### config.mk
export PLATFORM = sky130hd
export DESIGN_NAME = tilt_guarded_setpoint_slew_limiter_flat
export DESIGN_NICKNAME = d
export VERILOG_FILES = /design/src/hdl/tgsl_pkg.sv /design/src/hdl/tgsl_if.sv /design/src/hdl/tgsl_cfg_regs.sv /design/src/hdl/tgsl_div.sv /design/src/hdl/tilt_guarded_setpoint_slew_limiter.sv /design/src/flat_wrapper.sv
export SDC_FILE = /design/constraint.sdc
export NUM_CORES = 1
export LEC_CHECK = 0
export BUFFER_PORTS_ARGS = -buffer_cell sky130_fd_sc_hd__buf_4
export CAP_MARGIN = 10
export CORE_ASPECT_RATIO = 1.1
export CORE_MARGIN = 5
export CORE_UTILIZATION = 45
export CTS_CLUSTER_SIZE = 8
export DETAILED_ROUTE_END_ITERATION = 10
export PLACE_DENSITY_LB_ADDON = 0.08
export SLEW_MARGIN = 20
export SYNTH_ARGS = -nofsm -noshare
export SYNTH_HDL_FRONTEND = slang
export SYNTH_HIERARCHICAL = 1
export SYNTH_SLANG_ARGS = --single-unit
### constraint.sdc
create_clock -name clk_i -period 21.9 [get_ports clk_i]
set_clock_uncertainty 0.15 [all_clocks]
set_input_delay 4.38 -clock clk_i [delete_from_list [all_inputs] [get_ports clk_i]]
set_output_delay 4.38 -clock clk_i [all_outputs]
set_load 0.005 [all_outputs]
### src/hdl/tgsl_pkg.sv
// Shared types, widths, register codes and reset values of the setpoint slew limiter.
package tgsl_pkg;

  localparam int AngleWidth  = 16;
  localparam int CfgWidth    = 15;
  localparam int CfgIdxWidth = 3;
  localparam int MagWidth    = AngleWidth - 1;
  localparam int ProdWidth   = MagWidth + CfgWidth;
  localparam int ExtWidth    = AngleWidth + 2;
  localparam int DivCntWidth = $clog2(MagWidth);

  typedef logic signed [AngleWidth-1:0] angle_t;
  typedef logic signed [ExtWidth-1:0]   ext_t;
  typedef logic [CfgWidth-1:0]          cfg_word_t;
  typedef logic [CfgIdxWidth-1:0]       cfg_idx_t;

  // register indexes
  localparam cfg_idx_t RegMaxSetpoint = cfg_idx_t'(0);
  localparam cfg_idx_t RegMaxTilt     = cfg_idx_t'(1);
  localparam cfg_idx_t RegGuardBand   = cfg_idx_t'(2);
  localparam cfg_idx_t RegMaxStep     = cfg_idx_t'(3);
  localparam cfg_idx_t RegBypass      = cfg_idx_t'(4);

  localparam cfg_word_t RstMaxSetpoint = cfg_word_t'(2560);
  localparam cfg_word_t RstMaxTilt     = cfg_word_t'(7680);
  localparam cfg_word_t RstGuardBand   = cfg_word_t'(1280);
  localparam cfg_word_t RstMaxStep     = cfg_word_t'(51);

  typedef struct packed {
    cfg_word_t max_setpoint;
    cfg_word_t max_tilt;
    cfg_word_t guard_band;
    cfg_word_t step_limit;
    logic      bypass;
  } cfg_t;

endpackage

### src/hdl/tgsl_if.sv
// Handshake channels of the setpoint slew limiter: input beats, result beats, register writes.
interface tgsl_in_if;
  import tgsl_pkg::*;
  logic   valid;
  logic   ready;
  angle_t setpoint_in;
  angle_t pitch_meas;
  modport source (output valid, output setpoint_in, output pitch_meas, input ready);
  modport sink   (input valid, input setpoint_in, input pitch_meas, output ready);
endinterface

interface tgsl_out_if;
  import tgsl_pkg::*;
  logic   valid;
  logic   ready;
  angle_t setpoint_out;
  modport source (output valid, output setpoint_out, input ready);
  modport sink   (input valid, input setpoint_out, output ready);
endinterface

interface tgsl_cfg_if;
  import tgsl_pkg::*;
  logic      valid;
  logic      ready;
  cfg_idx_t  index;
  cfg_word_t data;
  modport source (output valid, output index, output data, input ready);
  modport sink   (input valid, input index, input data, output ready);
endinterface

### src/hdl/tgsl_cfg_regs.sv
// Configuration register bank of the setpoint slew limiter.
module tgsl_cfg_regs (
  input  logic          clk_i,
  input  logic          rst_ni,
  tgsl_cfg_if.sink      cfg_i,
  output tgsl_pkg::cfg_t cfg_o
);
  import tgsl_pkg::*;

  cfg_t regs_q;

  assign cfg_i.ready = 1'b1;
  assign cfg_o       = regs_q;

  always_ff @(posedge clk_i or negedge rst_ni) begin
    if (!rst_ni) begin
      regs_q.max_setpoint <= RstMaxSetpoint;
      regs_q.max_tilt     <= RstMaxTilt;
      regs_q.guard_band   <= RstGuardBand;
      regs_q.step_limit   <= RstMaxStep;
      regs_q.bypass       <= 1'b0;
    end else if (cfg_i.valid) begin
      unique case (cfg_i.index)
        RegMaxSetpoint: regs_q.max_setpoint <= cfg_i.data;
        RegMaxTilt:     regs_q.max_tilt     <= cfg_i.data;
        RegGuardBand:   regs_q.guard_band   <= cfg_i.data;
        RegMaxStep:     regs_q.step_limit   <= cfg_i.data;
        RegBypass:      regs_q.bypass       <= cfg_i.data[0];
        default: ;
      endcase
    end
  end

endmodule

### src/hdl/tgsl_div.sv
// Restoring divider, one quotient bit per cycle, for the guard band attenuation.
module tgsl_div (
  input  logic                           clk_i,
  input  logic                           rst_ni,
  input  logic                           start_i,
  input  logic [tgsl_pkg::ProdWidth-1:0] dividend_i,
  input  tgsl_pkg::cfg_word_t            divisor_i,
  output logic                           done_o,
  output logic [tgsl_pkg::MagWidth-1:0]  quotient_o
);
  import tgsl_pkg::*;

  logic                   busy_q, busy_d;
  logic                   done_q, done_d;
  logic [DivCntWidth-1:0] cnt_q, cnt_d;
  cfg_word_t              rem_q, rem_d;
  cfg_word_t              div_q, div_d;
  logic [MagWidth-1:0]    dvd_q, dvd_d;
  logic [MagWidth-1:0]    quo_q, quo_d;
  logic [CfgWidth:0]      shifted;
  logic [CfgWidth+1:0]    trial;
  logic                   fits;

  // upper dividend bits start below the divisor, so the remainder stays CfgWidth wide
  assign shifted = {rem_q, dvd_q[MagWidth-1]};
  assign trial   = {1'b0, shifted} - {2'b00, div_q};
  assign fits    = ~trial[CfgWidth+1];

  always_comb begin
    busy_d = busy_q;
    done_d = 1'b0;
    cnt_d  = cnt_q;
    rem_d  = rem_q;
    div_d  = div_q;
    dvd_d  = dvd_q;
    quo_d  = quo_q;
    if (start_i) begin
      busy_d = 1'b1;
      cnt_d  = '0;
      rem_d  = dividend_i[ProdWidth-1:MagWidth];
      dvd_d  = dividend_i[MagWidth-1:0];
      div_d  = divisor_i;
    end else if (busy_q) begin
      rem_d = fits ? trial[CfgWidth-1:0] : shifted[CfgWidth-1:0];
      dvd_d = {dvd_q[MagWidth-2:0], 1'b0};
      quo_d = {quo_q[MagWidth-2:0], fits};
      cnt_d = cnt_q + DivCntWidth'(1);
      if (cnt_q == DivCntWidth'(MagWidth - 1)) begin
        busy_d = 1'b0;
        done_d = 1'b1;
      end
    end
  end

  always_ff @(posedge clk_i or negedge rst_ni) begin
    if (!rst_ni) begin
      busy_q <= 1'b0;
      done_q <= 1'b0;
      cnt_q  <= '0;
    end else begin
      busy_q <= busy_d;
      done_q <= done_d;
      cnt_q  <= cnt_d;
    end
  end

  always_ff @(posedge clk_i) begin
    rem_q <= rem_d;
    div_q <= div_d;
    dvd_q <= dvd_d;
    quo_q <= quo_d;
  end

  assign done_o     = done_q;
  assign quotient_o = quo_q;

endmodule

### src/hdl/tilt_guarded_setpoint_slew_limiter.sv
// Top level of the tilt-guarded pitch setpoint slew limiter: sequencer and datapath.
//
//  channel  dir  payload                          beat when
//  in_i     in   setpoint_in, pitch_meas          in_i.valid & in_i.ready
//  out_o    out  setpoint_out                     out_o.valid & out_o.ready
//  cfg_i    in   index, data (15 bits)            cfg_i.valid & cfg_i.ready
//
// One input beat at a time. From acceptance to ready again it passes GUARD and OUT
// in bypass, GUARD, SLEW and OUT without a division, and GUARD, MUL, DIV, SLEW and
// OUT inside the guard band, where DIV waits for the divider's 15 one-bit steps.
// The result sits in an output register, so a new beat is taken while it waits;
// a still-full output register holds the sequencer in its last state.
// Reset clears the held setpoint to zero and the registers to their defaults.
// cfg_i is always ready; writes to indexes past the bypass register are dropped.
module tilt_guarded_setpoint_slew_limiter (
  input  logic       clk_i,
  input  logic       rst_ni,
  tgsl_in_if.sink    in_i,
  tgsl_out_if.source out_o,
  tgsl_cfg_if.sink   cfg_i
);
  import tgsl_pkg::*;

  // sequencer codes
  localparam logic [2:0] S_IDLE  = 3'd0;
  localparam logic [2:0] S_GUARD = 3'd1;
  localparam logic [2:0] S_MUL   = 3'd2;
  localparam logic [2:0] S_DIV   = 3'd3;
  localparam logic [2:0] S_SLEW  = 3'd4;
  localparam logic [2:0] S_OUT   = 3'd5;

  cfg_t cfg;

  logic [2:0]          state_q, state_d;
  logic                out_valid_q, out_valid_d;
  angle_t              out_q, out_d;
  angle_t              req_q, req_d;
  angle_t              meas_q, meas_d;
  angle_t              gd_q, gd_d;
  angle_t              held_q, held_d;
  angle_t              res_q, res_d;
  logic [MagWidth-1:0] mag_q, mag_d;
  cfg_word_t           dist_q, dist_d;
  logic                neg_q, neg_d;

  // guard stage signals
  ext_t      req_x, meas_x, lim_x, tilt_x, band_x, raw_x, raw_neg_x;
  ext_t      dist_pos_x, dist_neg_x;
  cfg_word_t band_eff;
  logic      zero_pos, zero_neg, scale_pos, scale_neg;

  // slew stage signals
  ext_t delta_x, step_x, delta_c;

  // divider hookup
  logic                 div_start, div_done;
  logic [ProdWidth-1:0] div_dividend;
  logic [MagWidth-1:0]  div_quot;

  tgsl_cfg_regs u_cfg (
    .clk_i  (clk_i),
    .rst_ni (rst_ni),
    .cfg_i  (cfg_i),
    .cfg_o  (cfg)
  );

  tgsl_div u_div (
    .clk_i      (clk_i),
    .rst_ni     (rst_ni),
    .start_i    (div_start),
    .dividend_i (div_dividend),
    .divisor_i  (band_eff),
    .done_o     (div_done),
    .quotient_o (div_quot)
  );

  assign in_i.ready         = (state_q == S_IDLE);
  assign out_o.valid        = out_valid_q;
  assign out_o.setpoint_out = out_q;

  // clamp the request, then classify against the tilt limit and guard band
  assign band_eff  = (cfg.guard_band == '0) ? cfg_word_t'(1) : cfg.guard_band;
  assign req_x     = ext_t'(req_q);
  assign meas_x    = ext_t'(meas_q);
  assign lim_x     = ext_t'(cfg.max_setpoint);
  assign tilt_x    = ext_t'(cfg.max_tilt);
  assign band_x    = ext_t'(band_eff);

  always_comb begin
    raw_x = req_x;
    if (req_x > lim_x) begin
      raw_x = lim_x;
    end else if (req_x < -lim_x) begin
      raw_x = -lim_x;
    end
  end

  assign raw_neg_x  = -raw_x;
  assign zero_pos   = (meas_x >= tilt_x) && (raw_x > ext_t'(0));
  assign zero_neg   = (meas_x <= -tilt_x) && (raw_x < ext_t'(0));
  assign scale_pos  = (meas_x > (tilt_x - band_x)) && (raw_x > ext_t'(0));
  assign scale_neg  = (meas_x < (band_x - tilt_x)) && (raw_x < ext_t'(0));
  assign dist_pos_x = tilt_x - meas_x;
  assign dist_neg_x = meas_x + tilt_x;

  // single multiply, registered inside the divider on start
  assign div_dividend = ProdWidth'(mag_q) * ProdWidth'(dist_q);
  assign div_start    = (state_q == S_MUL);

  // slew limiting toward the guarded value
  assign delta_x = ext_t'(gd_q) - ext_t'(held_q);
  assign step_x  = ext_t'(cfg.step_limit);

  always_comb begin
    delta_c = delta_x;
    if (delta_x > step_x) begin
      delta_c = step_x;
    end else if (delta_x < -step_x) begin
      delta_c = -step_x;
    end
  end

  always_comb begin
    state_d     = state_q;
    out_valid_d = out_valid_q && !out_o.ready;
    out_d       = out_q;
    req_d       = req_q;
    meas_d      = meas_q;
    gd_d        = gd_q;
    held_d      = held_q;
    res_d       = res_q;
    mag_d       = mag_q;
    dist_d      = dist_q;
    neg_d       = neg_q;

    unique case (state_q)
      S_IDLE: begin
        if (in_i.valid) begin
          req_d   = in_i.setpoint_in;
          meas_d  = in_i.pitch_meas;
          state_d = S_GUARD;
        end
      end
      S_GUARD: begin
        if (cfg.bypass) begin
          res_d   = req_q;
          state_d = S_OUT;
        end else if (zero_pos || zero_neg) begin
          gd_d    = '0;
          state_d = S_SLEW;
        end else if (scale_pos) begin
          mag_d   = raw_x[MagWidth-1:0];
          dist_d  = dist_pos_x[CfgWidth-1:0];
          neg_d   = 1'b0;
          state_d = S_MUL;
        end else if (scale_neg) begin
          mag_d   = raw_neg_x[MagWidth-1:0];
          dist_d  = dist_neg_x[CfgWidth-1:0];
          neg_d   = 1'b1;
          state_d = S_MUL;
        end else begin
          gd_d    = angle_t'(raw_x);
          state_d = S_SLEW;
        end
      end
      S_MUL: begin
        state_d = S_DIV;
      end
      S_DIV: begin
        if (div_done) begin
          // quotient truncates toward zero on magnitude, sign put back after
          gd_d    = neg_q ? -angle_t'({1'b0, div_quot}) : angle_t'({1'b0, div_quot});
          state_d = S_SLEW;
        end
      end
      S_SLEW: begin
        held_d  = held_q + angle_t'(delta_c);
        res_d   = held_d;
        state_d = S_OUT;
      end
      S_OUT: begin
        if (!out_valid_q || out_o.ready) begin
          out_valid_d = 1'b1;
          out_d       = res_q;
          state_d     = S_IDLE;
        end
      end
      default: begin
        state_d = S_IDLE;
      end
    endcase
  end

  always_ff @(posedge clk_i or negedge rst_ni) begin
    if (!rst_ni) begin
      state_q     <= S_IDLE;
      out_valid_q <= 1'b0;
      held_q      <= '0;
    end else begin
      state_q     <= state_d;
      out_valid_q <= out_valid_d;
      held_q      <= held_d;
    end
  end

  always_ff @(posedge clk_i) begin
    out_q  <= out_d;
    req_q  <= req_d;
    meas_q <= meas_d;
    gd_q   <= gd_d;
    res_q  <= res_d;
    mag_q  <= mag_d;
    dist_q <= dist_d;
    neg_q  <= neg_d;
  end

endmodule
### src/flat_wrapper.sv
// flat-port wrapper written by rule: the top's interface ports become plain ports
module tilt_guarded_setpoint_slew_limiter_flat import tgsl_pkg::*;
  (clk_i, rst_ni, in_i_valid, in_i_setpoint_in, in_i_pitch_meas, in_i_ready, out_o_valid, out_o_setpoint_out, out_o_ready, cfg_i_valid, cfg_i_index, cfg_i_data, cfg_i_ready);
  tgsl_in_if in_i_i ();
  tgsl_out_if out_o_i ();
  tgsl_cfg_if cfg_i_i ();
  input  logic clk_i;
  input  logic rst_ni;
  input wire logic [$bits(in_i_i.valid)-1:0] in_i_valid;
  input wire logic [$bits(in_i_i.setpoint_in)-1:0] in_i_setpoint_in;
  input wire logic [$bits(in_i_i.pitch_meas)-1:0] in_i_pitch_meas;
  output wire logic [$bits(in_i_i.ready)-1:0] in_i_ready;
  output wire logic [$bits(out_o_i.valid)-1:0] out_o_valid;
  output wire logic [$bits(out_o_i.setpoint_out)-1:0] out_o_setpoint_out;
  input wire logic [$bits(out_o_i.ready)-1:0] out_o_ready;
  input wire logic [$bits(cfg_i_i.valid)-1:0] cfg_i_valid;
  input wire logic [$bits(cfg_i_i.index)-1:0] cfg_i_index;
  input wire logic [$bits(cfg_i_i.data)-1:0] cfg_i_data;
  output wire logic [$bits(cfg_i_i.ready)-1:0] cfg_i_ready;
  assign in_i_i.valid = in_i_valid;
  assign in_i_i.setpoint_in = in_i_setpoint_in;
  assign in_i_i.pitch_meas = in_i_pitch_meas;
  assign in_i_ready = in_i_i.ready;
  assign out_o_valid = out_o_i.valid;
  assign out_o_setpoint_out = out_o_i.setpoint_out;
  assign out_o_i.ready = out_o_ready;
  assign cfg_i_i.valid = cfg_i_valid;
  assign cfg_i_i.index = cfg_i_index;
  assign cfg_i_i.data = cfg_i_data;
  assign cfg_i_ready = cfg_i_i.ready;
  tilt_guarded_setpoint_slew_limiter u_core (.clk_i(clk_i), .rst_ni(rst_ni), .in_i(in_i_i), .out_o(out_o_i), .cfg_i(cfg_i_i));
endmodule
==> impl_results.md <==
- CTS sink count: 258
- Average cell area after synthesis: 9.68 sq um
- Post-synthesis cell type count: 94
- Die Y: 263 um
- Post-synthesis cell area: 26200 sq um
- FILL cells: 5445
- Largest net degree at the start of global routing: 70
- Worst-margin pin slew: 1.03 ns
- Antenna-violating nets left: 0
- Arr. time, crit path: 9.14 ns
- Gr usage total: 0.237
- Setup bufs post-CTS: 0
- Core area: 57600 sq um
- Yosys warns: 6
- I/O pin cnt: 74
- CP bufs+invs: 3
- Layout cells sized above 1: 0.0897
- Vias in the first global route: 20.1k
- P&R area growth vs syn: 8.49%
- Clock Path Buffers: 3
- Final nets: 3277
- Row count: 92
- CTS tree: built
- Most common cell after layout, fill and taps aside: ha_1
- Worst-Skew Late Latency: 0.56 ns
- GRT overflow: 0
- Post-CTS sizing: 0
- Global-route wire length before repair: 118000 um
- Crit share post-route: 0.412
- Crit path max-delay family: compound AO/OA/AOI/OAI gates
- Max-slew headroom at the worst pin: 0.316
- Post-synth EDFFs: 171
- Cts hold-fix bufs: 0
- Hold Slack: 0.263 ns
- Synth async-reset ratio: 0.337
- Net Count, Synth: 3253
- Antenna violations before repair: 1
- TritonCTS buffer count: 38
- Synthesis-stage register bit count: 258
- Root buf cell: clkbuf_16
- Max Fanout on Critical Path: 21
- Clk slew on worst S/H paths: 0.05 ns
- Initial core utilization: 0.455
- Top cell type's share of synthesized area: 0.196
- Hold Vio Cnt, Final: 0
- Final min period: 9.02 ns
- TNS Setup: 0 ns
- Type of the worst setup path: reg2reg
- Synth Instances: 2706
- Max-cap violation count: 0
- Post-Place Cells: 3442
- Most frequent cells in the layout: ha_1, inv_1, nand2_1
- Starting DRT DRC Count: 1361
- Nature of the critical path startpoint: register
- DR pass1 iterations: 5
- Vias/cell: 5.63
- I/O Buffers: 72
- Synth area leader: edfxtp_1
- DRC Markers: 0
- Routability Congestion: 0.945
- H-tree depth: 2
- Antenna diodes: 0
- DP Wirelength: 59900 um
- RSZ-0062 raised after global routing: false
- Post-Layout Cell Count: 3507
- Die width: 240 um
- Max stage delay on crit path: 0.79 ns
- Drt wl/cell: 21.5 um
- Post-synthesis sequential area ratio: 0.280
- Total wire length: 75200 um
- Vias: 19.7k
- Hold crit path type: reg2reg
- Die area: 63200 sq um
- CP max-delay cell: a21oi_2
- Status: finished, final reports clean
- Ys flop type: edfxtp_1
- Final Setup Violations: 0
- Crit path capture type: register
- FMAX: 111 MHz
- Crit path required time: 22.01 ns
- Synth area leaders: edfxtp_1, ha_1, fa_1
- Slew Limit Fails: 0
-- flip-flops by register name, summed over array words and instances (netlist names) --
register	flops
u_core/u_cfg/cfg_o	61
u_core/out_o.valid	1
u_core/res_q	16
u_core/u_div/rem_q	15
u_core/held_q	16
u_core/mag_q	15
u_core/meas_q	16
u_core/dist_q	15
u_core/req_q	16
u_core/out_o.setpoint_out	16
u_core/neg_q	1
u_core/gd_q	16
u_core/u_div/quotient_o	15
u_core/u_div/div_q	15
u_core/u_div/cnt_q	4
u_core/u_div/done_o	1
u_core/state_q	3
u_core/u_div/dvd_q	15
u_core/u_div/busy_q	1
-- cell families after synthesis --
logic type                 Yosys count  synth area share
AOI/OAI and AO/OA                  532             0.131
other                                1          0.000143
xor gates and xnor gates           169            0.0575
adders and majority gates          492             0.285
DFF                                258             0.280
buffers and inverters              413            0.0620
muxes                               88            0.0416
and+or+nand+nor                    753             0.144
-- final cells by class --
type	instances	area (sq um)	area share
Clock inverter	5	41.3	0.00145
Tap cell	752	941	0.0331
Sequential cell	258	7330	0.258
Clock buffer	60	1040	0.0367
Multi-Input combinational cell	2035	17300	0.607
Timing Repair Buffer	85	638	0.0224
Inverter	312	1170	0.0412
-- worst reg2reg max path, delay by kind of cell (launching register included) --
kind / cells / cell delay, ns
compound gates: 15 / 3.86
simple gates: 13 / 2.73
buf+inv: 3 / 0.55
flops: 1 / 0.42
fa+ha+maj: 4 / 1.04
-- stage by stage --
step | area, sq um | worst slack (ns) | util
floorplan | 26200 | 14.25 | -
global placement | 27300 | 13.24 | 0.475
detailed placement | 27300 | 13.02 | 0.475
CTS | 28400 | 12.95 | 0.494
global route | 28400 | 12.11 | 0.494
finish | 28400 | 12.88 | 0.494
-- Yosys cell counts, types with 62 or more instances --
| cell type | n |
|---|---|
| clkbuf_1 | 78 |
| xnor2_1 | 105 |
| nand2_1 | 268 |
| xor2_1 | 62 |
| o21ai_0 | 119 |
| fa_1 | 173 |
| nor2_1 | 112 |
| and2_1 | 104 |
| inv_1 | 310 |
| ha_1 | 319 |
| a21oi_1 | 156 |
| edfxtp_1 | 171 |
| dfrtp_1 | 75 |
-- path summary, 6_finish.rpt --
check,slack [ns],start,depth (start not counted),endpoint
setup / recovery,12.88,u_core/u_cfg/cfg_o[47]$_DFFE_PN0P_,35,u_core/dist_q[13]$_DFFE_PP_
hold / removal,0.26,u_core/res_q[13]$_DFFE_PP_,0,u_core/out_o.setpoint_out[13]$_DFFE_PP_
setup reg to reg,12.88,u_core/u_cfg/cfg_o[47]$_DFFE_PN0P_,35,u_core/dist_q[13]$_DFFE_PP_
hold reg to reg,0.26,u_core/res_q[13]$_DFFE_PP_,0,u_core/out_o.setpoint_out[13]$_DFFE_PP_
max in group asynchronous,16.72,rst_ni,2,u_core/u_cfg/cfg_o[38]$_DFFE_PN0P_
min in group asynchronous,3.58,rst_ni,1,u_core/held_q[12]$_DFFE_PN0P_
-- per-layer routing --
metal  share of wire  track usage  up-vias
met5               0            0        -
met4           0.022       0.0535        0
met2            0.46        0.379      496
met1            0.47        0.343     9710
li1                -            -     9432
met3           0.048       0.0317      111
Power is left out: the tool's default activity adds up to more than one toggle a clock period on the data nets, which glitch-free logic cannot reach.
